**src/hw/rtl/klex_pkg.sv**
```systemverilog
// ----------------------------------------------------------------------------
// klex_pkg
// shared types, character codes and keyword table for the keyword lexer
// ----------------------------------------------------------------------------
package klex_pkg;

    localparam int MAX_ID_LEN_DEF = 32;
    localparam int CHAR_W         = 8;
    localparam int KW_NUM         = 5;
    localparam int KW_POS_W       = 3;
    localparam int KW_SLOTS       = 8;

    localparam logic [CHAR_W-1:0] CH_TAB   = 8'h09;
    localparam logic [CHAR_W-1:0] CH_LF    = 8'h0A;
    localparam logic [CHAR_W-1:0] CH_CR    = 8'h0D;
    localparam logic [CHAR_W-1:0] CH_SPACE = 8'h20;
    localparam logic [CHAR_W-1:0] CH_HASH  = 8'h23;
    localparam logic [CHAR_W-1:0] CH_UNDER = 8'h5F;

    typedef enum logic [1:0] {
        KIND_CHAR    = 2'd0,
        KIND_KEYWORD = 2'd1,
        KIND_IDENT   = 2'd2
    } kind_t;

    typedef enum logic [2:0] {
        KW_AGENT  = 3'd0,
        KW_HANDLE = 3'd1,
        KW_ORACLE = 3'd2,
        KW_STATE  = 3'd3,
        KW_REMOVE = 3'd4
    } kw_code_t;

    typedef enum logic [1:0] {
        MODE_START   = 2'd0,
        MODE_IDENT   = 2'd1,
        MODE_COMMENT = 2'd2
    } lex_mode_t;

    // keyword spellings, padded to a power-of-two slot count
    localparam logic [CHAR_W-1:0] KW_CHARS [KW_NUM][KW_SLOTS] = '{
        '{"a", "g", "e", "n", "t", 8'h00, 8'h00, 8'h00},
        '{"h", "a", "n", "d", "l", "e",   8'h00, 8'h00},
        '{"o", "r", "a", "c", "l", "e",   8'h00, 8'h00},
        '{"s", "t", "a", "t", "e", 8'h00, 8'h00, 8'h00},
        '{"r", "e", "m", "o", "v", "e",   8'h00, 8'h00}
    };

    localparam logic [KW_POS_W-1:0] KW_LEN [KW_NUM] = '{
        3'd5, 3'd6, 3'd6, 3'd5, 3'd6
    };

    // update request for the keyword tracker
    typedef struct packed {
        logic              start;
        logic              save;
        logic [CHAR_W-1:0] ch;
    } kw_cmd_t;

    // keyword tracker status
    typedef struct packed {
        logic     hit;
        kw_code_t code;
    } kw_hit_t;

    function automatic logic is_letter(input logic [CHAR_W-1:0] c);
        is_letter = ((c >= "a") && (c <= "z")) || ((c >= "A") && (c <= "Z"));
    endfunction

    function automatic logic is_ident_char(input logic [CHAR_W-1:0] c);
        is_ident_char = is_letter(c) || ((c >= "0") && (c <= "9")) || (c == CH_UNDER);
    endfunction

    function automatic logic is_blank(input logic [CHAR_W-1:0] c);
        is_blank = (c == CH_SPACE) || (c == CH_TAB) || (c == CH_LF) || (c == CH_CR);
    endfunction

endpackage

```
**src/hw/rtl/klex_in_if.sv**
```systemverilog
// ----------------------------------------------------------------------------
// klex_in_if
// character channel: valid/ready handshake with request type and byte
// ----------------------------------------------------------------------------
interface klex_in_if;

    logic       valid;
    logic       ready;
    logic       req_type;
    logic [7:0] in_char;

    modport source (output valid, output req_type, output in_char, input ready);
    modport sink   (input valid, input req_type, input in_char, output ready);

endinterface

```
**src/hw/rtl/klex_out_if.sv**
```systemverilog
// ----------------------------------------------------------------------------
// klex_out_if
// token channel: valid/ready handshake with one token per transaction
// ----------------------------------------------------------------------------
interface klex_out_if;

    logic       valid;
    logic       ready;
    logic [1:0] out_kind;
    logic [7:0] out_char;
    logic [2:0] keyword_code;
    logic       id_truncated;
    logic       run_last;

    modport source (
        output valid, output out_kind, output out_char, output keyword_code,
        output id_truncated, output run_last, input ready
    );
    modport sink (
        input valid, input out_kind, input out_char, input keyword_code,
        input id_truncated, input run_last, output ready
    );

endinterface

```
**src/hw/rtl/keyword_identifier_lexer_top.sv**
```systemverilog
// ----------------------------------------------------------------------------
// keyword_identifier_lexer_top
// character lexer: skips blanks and comments, buffers identifiers in a ram
// and emits keyword tokens, identifier characters or single-char tokens
// ----------------------------------------------------------------------------
//
//   channel    dir   payload                                       handshake
//   char_ch    in    req_type, in_char                             valid/ready
//   token_ch   out   out_kind, out_char, keyword_code,             valid/ready
//                    id_truncated, run_last
//
// a character that yields at most one token is taken in ST_RUN; the next one
// can be taken as the token leaves the output register, unless token_ch stalls
// an identifier that ends without being a keyword sends its N buffered
// characters from ST_EMIT, then any trailing single-char token from ST_TAIL; the
// single read port of the identifier ram gives one character per cycle unless
// token_ch stalls; a keyword's trailing single-char token also comes from ST_TAIL
// reset is asynchronous active low and clears mode, length and flags; the
// identifier ram is not cleared, only written entries are ever read
// a stall on token_ch holds the output register and the ram read address
//
module keyword_identifier_lexer_top #(
    parameter int MAX_ID_LEN = klex_pkg::MAX_ID_LEN_DEF
) (
    input  logic              clk,
    input  logic              rst_n,
    klex_in_if.sink           char_ch,
    klex_out_if.source        token_ch
);

    import klex_pkg::*;

    localparam int AW = $clog2(MAX_ID_LEN);
    localparam int LW = $clog2(MAX_ID_LEN + 1);

    // sequencer states
    typedef enum logic [2:0] {
        ST_RUN  = 3'b001,
        ST_EMIT = 3'b010,
        ST_TAIL = 3'b100
    } state_t;

    state_t             state_reg, state_next;
    lex_mode_t          mode_reg, mode_next;
    logic [LW-1:0]      len_reg, len_next;
    logic               ovf_reg, ovf_next;
    logic [AW-1:0]      idx_reg, idx_next;
    logic [AW-1:0]      emit_last_reg, emit_last_next;
    logic               emit_trunc_reg, emit_trunc_next;
    logic               tail_valid_reg, tail_valid_next;
    logic [CHAR_W-1:0]  tail_char_reg, tail_char_next;

    // output register
    logic               out_valid_reg, out_valid_next;
    kind_t              out_kind_reg, out_kind_next;
    logic [CHAR_W-1:0]  out_char_reg, out_char_next;
    kw_code_t           out_code_reg, out_code_next;
    logic               out_trunc_reg, out_trunc_next;
    logic               out_last_reg, out_last_next;

    // ram ports
    logic               wr_en;
    logic [AW-1:0]      wr_addr;
    logic [AW-1:0]      rd_addr;
    logic [CHAR_W-1:0]  rd_data;

    kw_cmd_t            kw_cmd;
    kw_hit_t            kw_hit;

    logic               out_free;
    logic               in_ready;
    logic               accept;
    logic [CHAR_W-1:0]  c;
    logic [LW-1:0]      len_m1;
    logic               end_tok;

    assign c        = char_ch.in_char;
    assign out_free = !out_valid_reg || token_ch.ready;
    assign in_ready = (state_reg == ST_RUN) && out_free;
    assign accept   = char_ch.valid && in_ready;
    assign len_m1   = len_reg - LW'(1);
    // the ending byte of an identifier yields a token unless blank or comment
    assign end_tok  = !is_blank(c) && (c != CH_HASH);

    klex_ram #(
        .WIDTH (CHAR_W),
        .DEPTH (MAX_ID_LEN)
    ) u_ident_ram (
        .clk     (clk),
        .wr_en   (wr_en),
        .wr_addr (wr_addr),
        .wr_data (c),
        .rd_addr (rd_addr),
        .rd_data (rd_data)
    );

    klex_kwmatch u_kwmatch (
        .clk   (clk),
        .rst_n (rst_n),
        .cmd   (kw_cmd),
        .hit   (kw_hit)
    );

    always_comb
    begin
        state_next      = state_reg;
        mode_next       = mode_reg;
        len_next        = len_reg;
        ovf_next        = ovf_reg;
        idx_next        = idx_reg;
        emit_last_next  = emit_last_reg;
        emit_trunc_next = emit_trunc_reg;
        tail_valid_next = tail_valid_reg;
        tail_char_next  = tail_char_reg;

        out_valid_next  = out_valid_reg && !token_ch.ready;
        out_kind_next   = out_kind_reg;
        out_char_next   = out_char_reg;
        out_code_next   = out_code_reg;
        out_trunc_next  = out_trunc_reg;
        out_last_next   = out_last_reg;

        wr_en     = 1'b0;
        wr_addr   = len_reg[AW-1:0];
        rd_addr   = idx_reg;
        kw_cmd    = '0;
        kw_cmd.ch = c;

        case (state_reg)
            ST_RUN:
            begin
                // prime the ram read of the first buffered character
                rd_addr = '0;
                if (accept)
                begin
                    if (char_ch.req_type)
                    begin
                        // restart drops any identifier in progress
                        len_next  = '0;
                        ovf_next  = 1'b0;
                        mode_next = MODE_START;
                    end
                    else
                    begin
                        case (mode_reg)
                            MODE_COMMENT:
                            begin
                                if ((c == CH_LF) || (c == CH_CR))
                                begin
                                    mode_next = MODE_START;
                                end
                            end
                            MODE_IDENT:
                            begin
                                if (is_ident_char(c))
                                begin
                                    kw_cmd.save = 1'b1;
                                    if (len_reg < LW'(MAX_ID_LEN))
                                    begin
                                        wr_en    = 1'b1;
                                        len_next = len_reg + LW'(1);
                                    end
                                    else
                                    begin
                                        ovf_next = 1'b1;
                                    end
                                end
                                else
                                begin
                                    // identifier ends; ending byte handled as start mode
                                    len_next       = '0;
                                    ovf_next       = 1'b0;
                                    mode_next      = (c == CH_HASH) ? MODE_COMMENT : MODE_START;
                                    tail_char_next = c;
                                    if (kw_hit.hit && !ovf_reg)
                                    begin
                                        out_valid_next = 1'b1;
                                        out_kind_next  = KIND_KEYWORD;
                                        out_char_next  = '0;
                                        out_code_next  = kw_hit.code;
                                        out_trunc_next = 1'b0;
                                        out_last_next  = !end_tok;
                                        if (end_tok)
                                        begin
                                            state_next = ST_TAIL;
                                        end
                                    end
                                    else
                                    begin
                                        emit_last_next  = len_m1[AW-1:0];
                                        emit_trunc_next = ovf_reg;
                                        tail_valid_next = end_tok;
                                        idx_next        = '0;
                                        state_next      = ST_EMIT;
                                    end
                                end
                            end
                            default:
                            begin
                                if (is_letter(c) || (c == CH_UNDER))
                                begin
                                    kw_cmd.start = 1'b1;
                                    wr_en        = 1'b1;
                                    wr_addr      = '0;
                                    len_next     = LW'(1);
                                    ovf_next     = 1'b0;
                                    mode_next    = MODE_IDENT;
                                end
                                else if (is_blank(c))
                                begin
                                    mode_next = MODE_START;
                                end
                                else if (c == CH_HASH)
                                begin
                                    mode_next = MODE_COMMENT;
                                end
                                else
                                begin
                                    out_valid_next = 1'b1;
                                    out_kind_next  = KIND_CHAR;
                                    out_char_next  = c;
                                    out_code_next  = KW_AGENT;
                                    out_trunc_next = 1'b0;
                                    out_last_next  = 1'b1;
                                    mode_next      = MODE_START;
                                end
                            end
                        endcase
                    end
                end
            end
            ST_EMIT:
            begin
                // rd_data holds entry idx_reg; advance the address only on load
                if (out_free)
                begin
                    out_valid_next = 1'b1;
                    out_kind_next  = KIND_IDENT;
                    out_char_next  = rd_data;
                    out_code_next  = KW_AGENT;
                    out_trunc_next = emit_trunc_reg;
                    out_last_next  = (idx_reg == emit_last_reg) && !tail_valid_reg;
                    if (idx_reg == emit_last_reg)
                    begin
                        state_next = tail_valid_reg ? ST_TAIL : ST_RUN;
                    end
                    else
                    begin
                        idx_next = idx_reg + AW'(1);
                        rd_addr  = idx_reg + AW'(1);
                    end
                end
            end
            ST_TAIL:
            begin
                if (out_free)
                begin
                    out_valid_next = 1'b1;
                    out_kind_next  = KIND_CHAR;
                    out_char_next  = tail_char_reg;
                    out_code_next  = KW_AGENT;
                    out_trunc_next = 1'b0;
                    out_last_next  = 1'b1;
                    state_next     = ST_RUN;
                end
            end
            default:
            begin
                state_next = ST_RUN;
            end
        endcase
    end

    always_ff @(posedge clk or negedge rst_n)
    begin
        if (!rst_n)
        begin
            state_reg      <= ST_RUN;
            mode_reg       <= MODE_START;
            len_reg        <= '0;
            ovf_reg        <= 1'b0;
            tail_valid_reg <= 1'b0;
            out_valid_reg  <= 1'b0;
        end
        else
        begin
            state_reg      <= state_next;
            mode_reg       <= mode_next;
            len_reg        <= len_next;
            ovf_reg        <= ovf_next;
            tail_valid_reg <= tail_valid_next;
            out_valid_reg  <= out_valid_next;
        end
    end

    // payload, no reset needed
    always_ff @(posedge clk)
    begin
        idx_reg        <= idx_next;
        emit_last_reg  <= emit_last_next;
        emit_trunc_reg <= emit_trunc_next;
        tail_char_reg  <= tail_char_next;
        out_kind_reg   <= out_kind_next;
        out_char_reg   <= out_char_next;
        out_code_reg   <= out_code_next;
        out_trunc_reg  <= out_trunc_next;
        out_last_reg   <= out_last_next;
    end

    assign char_ch.ready         = in_ready;
    assign token_ch.valid        = out_valid_reg;
    assign token_ch.out_kind     = out_kind_reg;
    assign token_ch.out_char     = out_char_reg;
    assign token_ch.keyword_code = out_code_reg;
    assign token_ch.id_truncated = out_trunc_reg;
    assign token_ch.run_last     = out_last_reg;

    // the buffer is never written while it is being read out
    a_no_write_in_emit: assert property (@(posedge clk) disable iff (!rst_n)
        (state_reg != ST_RUN) |-> !wr_en)
        else $error("identifier ram written during emission");

    // read index stays within the buffered identifier
    a_idx_in_range: assert property (@(posedge clk) disable iff (!rst_n)
        (state_reg == ST_EMIT) |-> (idx_reg <= emit_last_reg))
        else $error("emission index beyond identifier end");

    // identifier mode always has at least one buffered character
    a_ident_nonempty: assert property (@(posedge clk) disable iff (!rst_n)
        (mode_reg == MODE_IDENT) |-> (len_reg != '0))
        else $error("identifier mode with empty buffer");

    // the sequencer state register stays one-hot
    a_state_onehot: assert property (@(posedge clk) disable iff (!rst_n)
        $onehot(state_reg))
        else $error("sequencer state not one-hot");

endmodule

```
**src/hw/rtl/klex_ram.sv**
```systemverilog
// ----------------------------------------------------------------------------
// klex_ram
// generic single-write, single-read ram with registered read data
// ----------------------------------------------------------------------------
module klex_ram #(
    parameter int WIDTH = 8,
    parameter int DEPTH = 32
) (
    input  logic                     clk,
    input  logic                     wr_en,
    input  logic [$clog2(DEPTH)-1:0] wr_addr,
    input  logic [WIDTH-1:0]         wr_data,
    input  logic [$clog2(DEPTH)-1:0] rd_addr,
    output logic [WIDTH-1:0]         rd_data
);

    logic [WIDTH-1:0] mem [DEPTH];

    always_ff @(posedge clk)
    begin
        if (wr_en)
        begin
            mem[wr_addr] <= wr_data;
        end
        rd_data <= mem[rd_addr];
    end

endmodule

```
**src/hw/rtl/klex_kwmatch.sv**
```systemverilog
// ----------------------------------------------------------------------------
// klex_kwmatch
// tracks, character by character, which keywords the buffered identifier
// still spells
// ----------------------------------------------------------------------------
module klex_kwmatch (
    input  logic              clk,
    input  logic              rst_n,
    input  klex_pkg::kw_cmd_t cmd,
    output klex_pkg::kw_hit_t hit
);

    import klex_pkg::*;

    logic [KW_NUM-1:0]   match_reg;
    logic [KW_NUM-1:0]   match_next;
    logic [KW_POS_W-1:0] cnt_reg;
    logic [KW_POS_W-1:0] cnt_next;

    always_comb
    begin
        match_next = match_reg;
        cnt_next   = cnt_reg;
        if (cmd.start)
        begin
            for (int i = 0; i < KW_NUM; i++)
            begin
                match_next[i] = (cmd.ch == KW_CHARS[i][0]);
            end
            cnt_next = KW_POS_W'(1);
        end
        else if (cmd.save)
        begin
            for (int i = 0; i < KW_NUM; i++)
            begin
                match_next[i] = match_reg[i] && (cnt_reg < KW_LEN[i])
                                && (cmd.ch == KW_CHARS[i][cnt_reg]);
            end
            // saturate once past the longest keyword
            if (cnt_reg != {KW_POS_W{1'b1}})
            begin
                cnt_next = cnt_reg + KW_POS_W'(1);
            end
        end
    end

    always_comb
    begin
        hit.hit  = 1'b0;
        hit.code = KW_AGENT;
        for (int i = KW_NUM - 1; i >= 0; i--)
        begin
            if (match_reg[i] && (cnt_reg == KW_LEN[i]))
            begin
                hit.hit  = 1'b1;
                hit.code = kw_code_t'(3'(i));
            end
        end
    end

    always_ff @(posedge clk or negedge rst_n)
    begin
        if (!rst_n)
        begin
            match_reg <= '0;
            cnt_reg   <= '0;
        end
        else
        begin
            match_reg <= match_next;
            cnt_reg   <= cnt_next;
        end
    end

endmodule

```
**src/flat_wrapper.sv**
```systemverilog
// flat-port wrapper written by rule: the top's interface ports become plain ports
module keyword_identifier_lexer_top_flat import klex_pkg::*;
#(
    parameter int MAX_ID_LEN = klex_pkg::MAX_ID_LEN_DEF
)
  (clk, rst_n, char_ch_valid, char_ch_req_type, char_ch_in_char, char_ch_ready, token_ch_valid, token_ch_out_kind, token_ch_out_char, token_ch_keyword_code, token_ch_id_truncated, token_ch_run_last, token_ch_ready);
  klex_in_if char_ch_i ();
  klex_out_if token_ch_i ();
  input  logic clk;
  input  logic rst_n;
  input wire logic [$bits(char_ch_i.valid)-1:0] char_ch_valid;
  input wire logic [$bits(char_ch_i.req_type)-1:0] char_ch_req_type;
  input wire logic [$bits(char_ch_i.in_char)-1:0] char_ch_in_char;
  output wire logic [$bits(char_ch_i.ready)-1:0] char_ch_ready;
  output wire logic [$bits(token_ch_i.valid)-1:0] token_ch_valid;
  output wire logic [$bits(token_ch_i.out_kind)-1:0] token_ch_out_kind;
  output wire logic [$bits(token_ch_i.out_char)-1:0] token_ch_out_char;
  output wire logic [$bits(token_ch_i.keyword_code)-1:0] token_ch_keyword_code;
  output wire logic [$bits(token_ch_i.id_truncated)-1:0] token_ch_id_truncated;
  output wire logic [$bits(token_ch_i.run_last)-1:0] token_ch_run_last;
  input wire logic [$bits(token_ch_i.ready)-1:0] token_ch_ready;
  assign char_ch_i.valid = char_ch_valid;
  assign char_ch_i.req_type = char_ch_req_type;
  assign char_ch_i.in_char = char_ch_in_char;
  assign char_ch_ready = char_ch_i.ready;
  assign token_ch_valid = token_ch_i.valid;
  assign token_ch_out_kind = token_ch_i.out_kind;
  assign token_ch_out_char = token_ch_i.out_char;
  assign token_ch_keyword_code = token_ch_i.keyword_code;
  assign token_ch_id_truncated = token_ch_i.id_truncated;
  assign token_ch_run_last = token_ch_i.run_last;
  assign token_ch_i.ready = token_ch_ready;
  keyword_identifier_lexer_top #(.MAX_ID_LEN(MAX_ID_LEN)) u_core (.clk(clk), .rst_n(rst_n), .char_ch(char_ch_i), .token_ch(token_ch_i));
endmodule
```
**config.mk**
```make
export PLATFORM = sky130hd
export DESIGN_NAME = keyword_identifier_lexer_top_flat
export DESIGN_NICKNAME = d
export VERILOG_FILES = /design/src/hw/rtl/klex_pkg.sv /design/src/hw/rtl/klex_in_if.sv /design/src/hw/rtl/klex_out_if.sv /design/src/hw/rtl/keyword_identifier_lexer_top.sv /design/src/hw/rtl/klex_ram.sv /design/src/hw/rtl/klex_kwmatch.sv /design/src/flat_wrapper.sv
export SDC_FILE = /design/constraint.sdc
export NUM_CORES = 1
export LEC_CHECK = 0
export BUFFER_PORTS_ARGS = -buffer_cell sky130_fd_sc_hd__buf_4
export CORE_MARGIN = 5
export CORE_UTILIZATION = 50
export CTS_BUF_LIST = sky130_fd_sc_hd__clkbuf_4
export CTS_CLUSTER_DIAMETER = 60
export CTS_CLUSTER_SIZE = 28
export DETAILED_ROUTE_END_ITERATION = 16
export GPL_TIMING_DRIVEN = 0
export PLACE_DENSITY = 0.76
export SETUP_SLACK_MARGIN = 0.15
export SLEW_MARGIN = 15
export SYNTH_ARGS = -nofsm -noshare
export SYNTH_HDL_FRONTEND = slang
export SYNTH_SLANG_ARGS = --single-unit
```
**constraint.sdc**
```tcl
create_clock -name clk -period 8.3 [get_ports clk]
set_clock_uncertainty 0.2 [all_clocks]
set_input_delay 1.245 -clock clk [delete_from_list [all_inputs] [get_ports clk]]
set_output_delay 1.245 -clock clk [all_outputs]
set_load 0.01 [all_outputs]
```
==> impl_metrics.env, run 1 <==
export IMPL_netlist_instances=1096
export IMPL_synth_edf_count=290
export IMPL_start_util=0.5051
export IMPL_worst_slack_ps=3778
export IMPL_yosysSeqAreaShare=0.6497
export IMPL_layout_common_cells="edfxtp_1 (290), nand2_1 (114), mux2i_1 (97)"
export IMPL_n_fill_cell=2417
export IMPL_rsz0062_at_grt="no"
export IMPL_gp_congestion=0.8913
export IMPL_ctsRootBufferMaster="clkbuf_4"
export IMPL_cts_repair_resized=0
export IMPL_avgRoutedWirePerCell_um=21.87
export IMPL_cp_slowest_cell="nor2_1"
export IMPL_timing_final_crit_share=0.5448
export IMPL_dp_slack_ps=3175
export IMPL_crit_type="in2reg"
export IMPL_hold_class="in2async"
export IMPL_postCtsSetupBuffers=0
export IMPL_max_slew_margin=0.2925
export IMPL_cts_tree="built"
export IMPL_yosysWarnings=0
export IMPL_setup_violations_final=0
export IMPL_htreeDepth=1
export IMPL_clk_path_buf_depth=3
export IMPL_worstPathRequired_ps=8450
export IMPL_cts_sinks=320
export IMPL_wl_um=33930
export IMPL_crit_buf_inv=2
export IMPL_clock_latency_ps=710
export IMPL_synth_area_sq_um=14500
export IMPL_grt_usage=0.2031
export IMPL_rrSetupSlack_ps=4110
export IMPL_largest_register_ff_count=256
export IMPL_max_flop_register="u_core.u_ident_ram.mem"
export IMPL_ioPinCount=30
export IMPL_power_density_nw_per_um2=207.5
export IMPL_ys_ff_latch=320
export IMPL_grt_max_degree=42
export IMPL_vdd_ir_drop_max_mv=0.1022
export IMPL_async_flop_share=0.06875
export IMPL_port_buffers=28
export IMPL_synth_fp_nets=1127
export IMPL_die_width_um=180.3
export IMPL_crit_fanout=34
export IMPL_dieArea_sq_um=32500
export IMPL_seqCellArea_sq_um=9420
export IMPL_drt_initial_drc_count=1157
export IMPL_first_global_vias=9105
export IMPL_drv_cap=0
export IMPL_slew_viol_final=0
export IMPL_hold_viol=0
export IMPL_postRouteAntennaNets=0
export IMPL_firstDrtPassIters=6
export IMPL_drc_errors=0
export IMPL_grt_pass1_wl_um=52550
export IMPL_p_leak_nw=5.546
export IMPL_antenna_found_initial=2
export IMPL_start_kind="input pin"
export IMPL_avgSynthCellArea_sq_um=13.23
export IMPL_drive_gt1_frac=0.1123
export IMPL_worst_slew_pin_slew_ps=1053
export IMPL_worst_setup_path_end_kind="flop"
export IMPL_fin_nets=1181
export IMPL_viasPerCell=6.088
export IMPL_dpl_hpwl_um=23110
export IMPL_period_minus_slack_ps=4522
export IMPL_fp_dieH_um=180.3
export IMPL_arrival_ps=4670
export IMPL_multi_input_area_sq_um=4658
export IMPL_status="completed"
export IMPL_core_area_sq_um=28700
export IMPL_ys_types=75
export IMPL_max_stage_delay_ps=830
export IMPL_gr_total_overflow=0
export IMPL_crit_family="simple AND/OR/NAND/NOR gates"
export IMPL_clk_pin_slew_ps=160
export IMPL_final_common_cell="edfxtp_1"
export IMPL_crit_chain="buf_4, clkbuf_1, nand2_1, o2111ai_1, nand3_1, a21oi_1, nand2_1, nor4_1, nand3_1, nor2_1"
export IMPL_num_rows=62
export IMPL_vias=9443
export IMPL_area_delta_synth_final_pct=7.421
export IMPL_synth_ff_type="edfxtp_1"
export IMPL_fmax_mhz=221.1
export IMPL_cts_made_buffers=23
export IMPL_hold_buffers=0
export IMPL_tns_ps=0
-- kinds of logic after synthesis --
family	count (synthesis)	share of synthesized area
AND/OR/NAND/NOR	341	0.1114
adder cells (fa/ha/maj)	18	0.01553
multiplexers	109	0.07629
XOR/XNOR	31	0.01873
AO/OA/AOI/OAI	187	0.09864
buffers and inverters	90	0.02969
flip-flops	320	0.6497
-- power by group --
part           internal [mW]  switching (mW)  leakage [nW]
sequential              1.83          0.0396          2.98
clock                  0.208           0.531         0.196
combinational          0.229           0.394          2.37
total                   2.27           0.964          5.55
-- metal layers --
| layer | wire length, um | up-vias | track usage |
|---|---|---|---|
| met5 | 13 | - | 0 |
| li1 | - | 4305 | - |
| met1 | 14320 | 4655 | 0.2909 |
| met3 | 2333 | 84 | 0.02463 |
| met4 | 1058 | 2 | 0.06382 |
| met2 | 16200 | 397 | 0.3282 |
-- path summary, 6_finish.rpt --
| check | from | endpoint | cells past startpoint |
|---|---|---|---|
| setup / recovery | char_ch_in_char[0] | u_core.u_ident_ram.mem[21][7] | 10 |
| setup reg to reg | u_core.state_reg[0] | u_core.u_ident_ram.mem[21][7] | 5 |
| max in group asynchronous | rst_n | u_core.state_reg[0] | 1 |
| min in group clk | u_core.ovf_reg | u_core.emit_trunc_reg | 0 |
| hold reg to reg | u_core.ovf_reg | u_core.emit_trunc_reg | 0 |
| hold / removal | rst_n | u_core.u_kwmatch.match_reg[0] | 1 |
-- per-stage QoR --
step,hold slack (ps),std cells,cell area (sq um),utilization,power (mW)
2_1_floorplan,248.2,1096,14500,-,2.297
5_1_grt,189.3,1551,15570,0.5426,3.356
6_report,199.1,1551,15570,0.5426,3.232
3_5_place_dp,315.0,1509,15200,0.5297,2.518
4_1_cts,175.0,1550,15570,0.5424,3.236
3_3_place_gp,305.7,1508,15190,0.5292,2.501
-- cell usage after synthesis (all sizes together) (10+ instances only) --
master / n / area share
a21boi: 12 / 0.0065
a21oi: 32 / 0.011
and2: 14 / 0.0060
and3: 17 / 0.0077
buf: 31 / 0.014
clkbuf: 32 / 0.0083
dfrtp: 21 / 0.036
edfxtp: 290 / 0.60
ha: 18 / 0.016
inv: 26 / 0.0067
mux2: 12 / 0.0093
mux2i: 97 / 0.067
nand2: 115 / 0.030
nand3: 62 / 0.021
nand4: 10 / 0.0043
nor2: 68 / 0.018
nor3: 19 / 0.0066
o211ai: 12 / 0.0062
o21ai: 29 / 0.010
xnor2: 23 / 0.014
-- area by class of cell --
cell class,count,area share
antenna,1,0.0001607
buffer,64,0.02137
clock buffer,24,0.01157
clock inverter,17,0.01189
inverter,26,0.006266
multi-input combinational,686,0.2991
sequential,320,0.6048
tap,384,0.03085
timing repair buffer,29,0.01398
Power figures use the tool's default switching activity.
==> inputs of run 2 (changes only) <==
Settings changed: ABC_AREA set to 1, PLACE_DENSITY 0.76 to 0.78.
Clock period 8.3 ns to 3.85 ns, I/O delays scaled along.
==> impl_metrics.env, run 2 <==
export IMPL_status="completed"
export IMPL_ctsRootBufferMaster="clkbuf_4"
export IMPL_synth_top_area_frac=0.5672
export IMPL_synth_fp_nets=1578
export IMPL_crit_type="in2reg"
export IMPL_netlist_instances=1547
export IMPL_layoutNonFillerInstCount=2040
export IMPL_dp_slack_ps=-817.4
export IMPL_drt_initial_drc_count=1707
export IMPL_yosys_top_cells_area="edfxtp_1 (57%), nand3_1 (9.6%), nand2_1 (7.6%)"
export IMPL_htreeDepth=1
export IMPL_wl_um=42070
export IMPL_timing_final_crit_share=0.9548
export IMPL_fp_dieH_um=185.2
export IMPL_vdd_ir_drop_max_mv=0.3915
export IMPL_clk_path_buf_depth=3
export IMPL_worst_slew_pin_slew_ps=809.3
export IMPL_final_common_cell="nand2_1"
export IMPL_gr_total_overflow=0
export IMPL_ioPinCount=30
export IMPL_avgSynthCellArea_sq_um=9.924
export IMPL_hold_class="in2reg"
export IMPL_synth_ff_type="edfxtp_1"
export IMPL_slew_viol_final=0
export IMPL_p_leak_nw=6.780
export IMPL_die_width_um=185.2
export IMPL_antenna_found_initial=2
export IMPL_rrSetupSlack_ps=270
export IMPL_cts_tree="built"
export IMPL_max_flop_register="u_core.u_ident_ram.mem"
export IMPL_n_fill_cell=2625
export IMPL_synthTopCellsByCount="nand2_1 (311), nand3_1 (294), edfxtp_1 (290)"
export IMPL_vias=11650
export IMPL_drive_gt1_frac=0.1127
export IMPL_rsz0062_at_grt="yes"
export IMPL_crit_fanout=31
export IMPL_firstDrtPassIters=5
export IMPL_async_flop_share=0.06875
export IMPL_yosysMostFrequentCell="nand2_1"
export IMPL_yosysWarnings=0
export IMPL_clk_pin_slew_ps=240
export IMPL_drc_errors=0
export IMPL_first_global_vias=11160
export IMPL_ys_ff_latch=320
export IMPL_drv_cap=0
export IMPL_yosysTopAreaCell="edfxtp_1"
export IMPL_power_density_nw_per_um2=603.4
export IMPL_viasPerCell=5.710
export IMPL_gp_congestion=0.9788
export IMPL_worstPathRequired_ps=3990
export IMPL_largest_register_ff_count=256
export IMPL_grt_pass1_wl_um=62410
export IMPL_dpl_cell_count=1972
export IMPL_postRouteAntennaNets=0
export IMPL_period_minus_slack_ps=3676
export IMPL_grt_usage=0.2357
export IMPL_num_rows=64
export IMPL_core_area_sq_um=30430
export IMPL_setup_violations_final=0
export IMPL_finalPower_mw=10.12
export IMPL_fmax_mhz=272.0
export IMPL_dieArea_sq_um=34310
export IMPL_start_util=0.5045
export IMPL_start_kind="input pin"
export IMPL_max_slew_margin=0.4605
export IMPL_cts_made_buffers=23
export IMPL_yosysSeqAreaShare=0.6136
export IMPL_worst_setup_path_end_kind="flop"
export IMPL_grt_max_degree=41
export IMPL_hold_viol=0
export IMPL_area_delta_synth_final_pct=9.283
export IMPL_layout_common_cells="nand2_1 (311), nand3_1 (294), edfxtp_1 (290)"
export IMPL_ys_types=48
export IMPL_avgRoutedWirePerCell_um=20.62
export IMPL_arrival_ps=3820
export IMPL_synth_area_sq_um=15350
export IMPL_cts_sinks=320
export IMPL_tns_ps=0
export IMPL_dpl_hpwl_um=27580
export IMPL_clock_latency_ps=810
export IMPL_fin_nets=1655
export IMPL_port_buffers=29
export IMPL_worst_slack_ps=174.1
export IMPL_synth_edf_count=290
run 2: kinds of logic after synthesis:
family | Yosys count | share of synthesized area
AOI/OAI and AO/OA | 87 | 0.03545
DFF | 320 | 0.6136
adders and majority gates | 18 | 0.01467
xor gates and xnor gates | 17 | 0.009699
buffers and inverters | 312 | 0.08256
and+or+nand+nor | 793 | 0.2440
run 2: repair_timing:
item | in CTS | in global routing
gates resized for setup | 1 | 16
hold endpoints to repair | 31 | 22
buffers inserted | 0 | 1
setup endpoints to repair | 51 | 176
hold buffers | 4 | 18
gates cloned | 0 | 0
pin swaps | 0 | 1
run 2: cell type report:
| class | count | area, sq um | area share |
|---|---|---|---|
| Sequential cell | 320 | 9420 | 0.5615 |
| Multi-Input combinational cell | 915 | 4718 | 0.2812 |
| Inverter | 239 | 897.1 | 0.05347 |
| Tap cell | 396 | 495.5 | 0.02953 |
| Timing Repair Buffer | 52 | 445.4 | 0.02655 |
| Buffer | 73 | 370.4 | 0.02207 |
| Clock inverter | 19 | 250.2 | 0.01492 |
| Clock buffer | 23 | 172.7 | 0.01029 |
| Antenna cell | 3 | 7.507 | 0.0004475 |
run 2: critical path, cell delays in order:
cell and delay (ps):
buf_4 360, buf_4 250, nand2_1 120, inv_2 80
nand3_1 80, o21ai_1 150, nand3_1 200, o21ai_2 220
nand4_1 130, a21oi_1 320, nand3_1 550, nor2_1 750
run 2: per-stage QoR:
| stage | area, sq um | hold WS (ps) | util |
|---|---|---|---|
| 2_1_floorplan | 15350 | 81.91 | - |
| 3_3_place_gp | 16070 | 291.6 | 0.5280 |
| 3_5_place_dp | 16070 | 298.1 | 0.5281 |
| 4_1_cts | 16530 | 1.628 | 0.5434 |
| 5_1_grt | 16780 | -0.1661 | 0.5514 |
| 6_report | 16780 | 23.36 | 0.5514 |
run 2: power by group:
group          internal (mW)  total [mW]  switching, mW  leakage (nW)
Clock                  0.525        1.75           1.22         0.229
Combinational           1.28        4.17           2.89          3.58
Sequential              4.05        4.21          0.156          2.97
Total                   5.85        10.1           4.27          6.78
run 2: per-layer routing:
layer,wire length (um),vias up,track usage
met3,4252,117,0.03830
met4,1686,0,0.08779
met5,0,-,0
li1,-,5387,-
met2,19740,590,0.3859
met1,16390,5555,0.3191
run 2: worst paths after layout:
path                       depth (start not counted)                 from                       endpoint
max                                               12   char_ch_in_char[1]  u_core.u_ident_ram.mem[30][5]
min reg2reg                                        2   u_core.mode_reg[0]             u_core.mode_reg[0]
max reg2reg                                       10  u_core.state_reg[0]   u_core.u_ident_ram.mem[0][0]
min in group asynchronous                          2                rst_n              u_core.len_reg[1]
min                                                1   char_ch_in_char[0]   u_core.u_ident_ram.mem[7][0]
max in group asynchronous                          2                rst_n            u_core.state_reg[0]
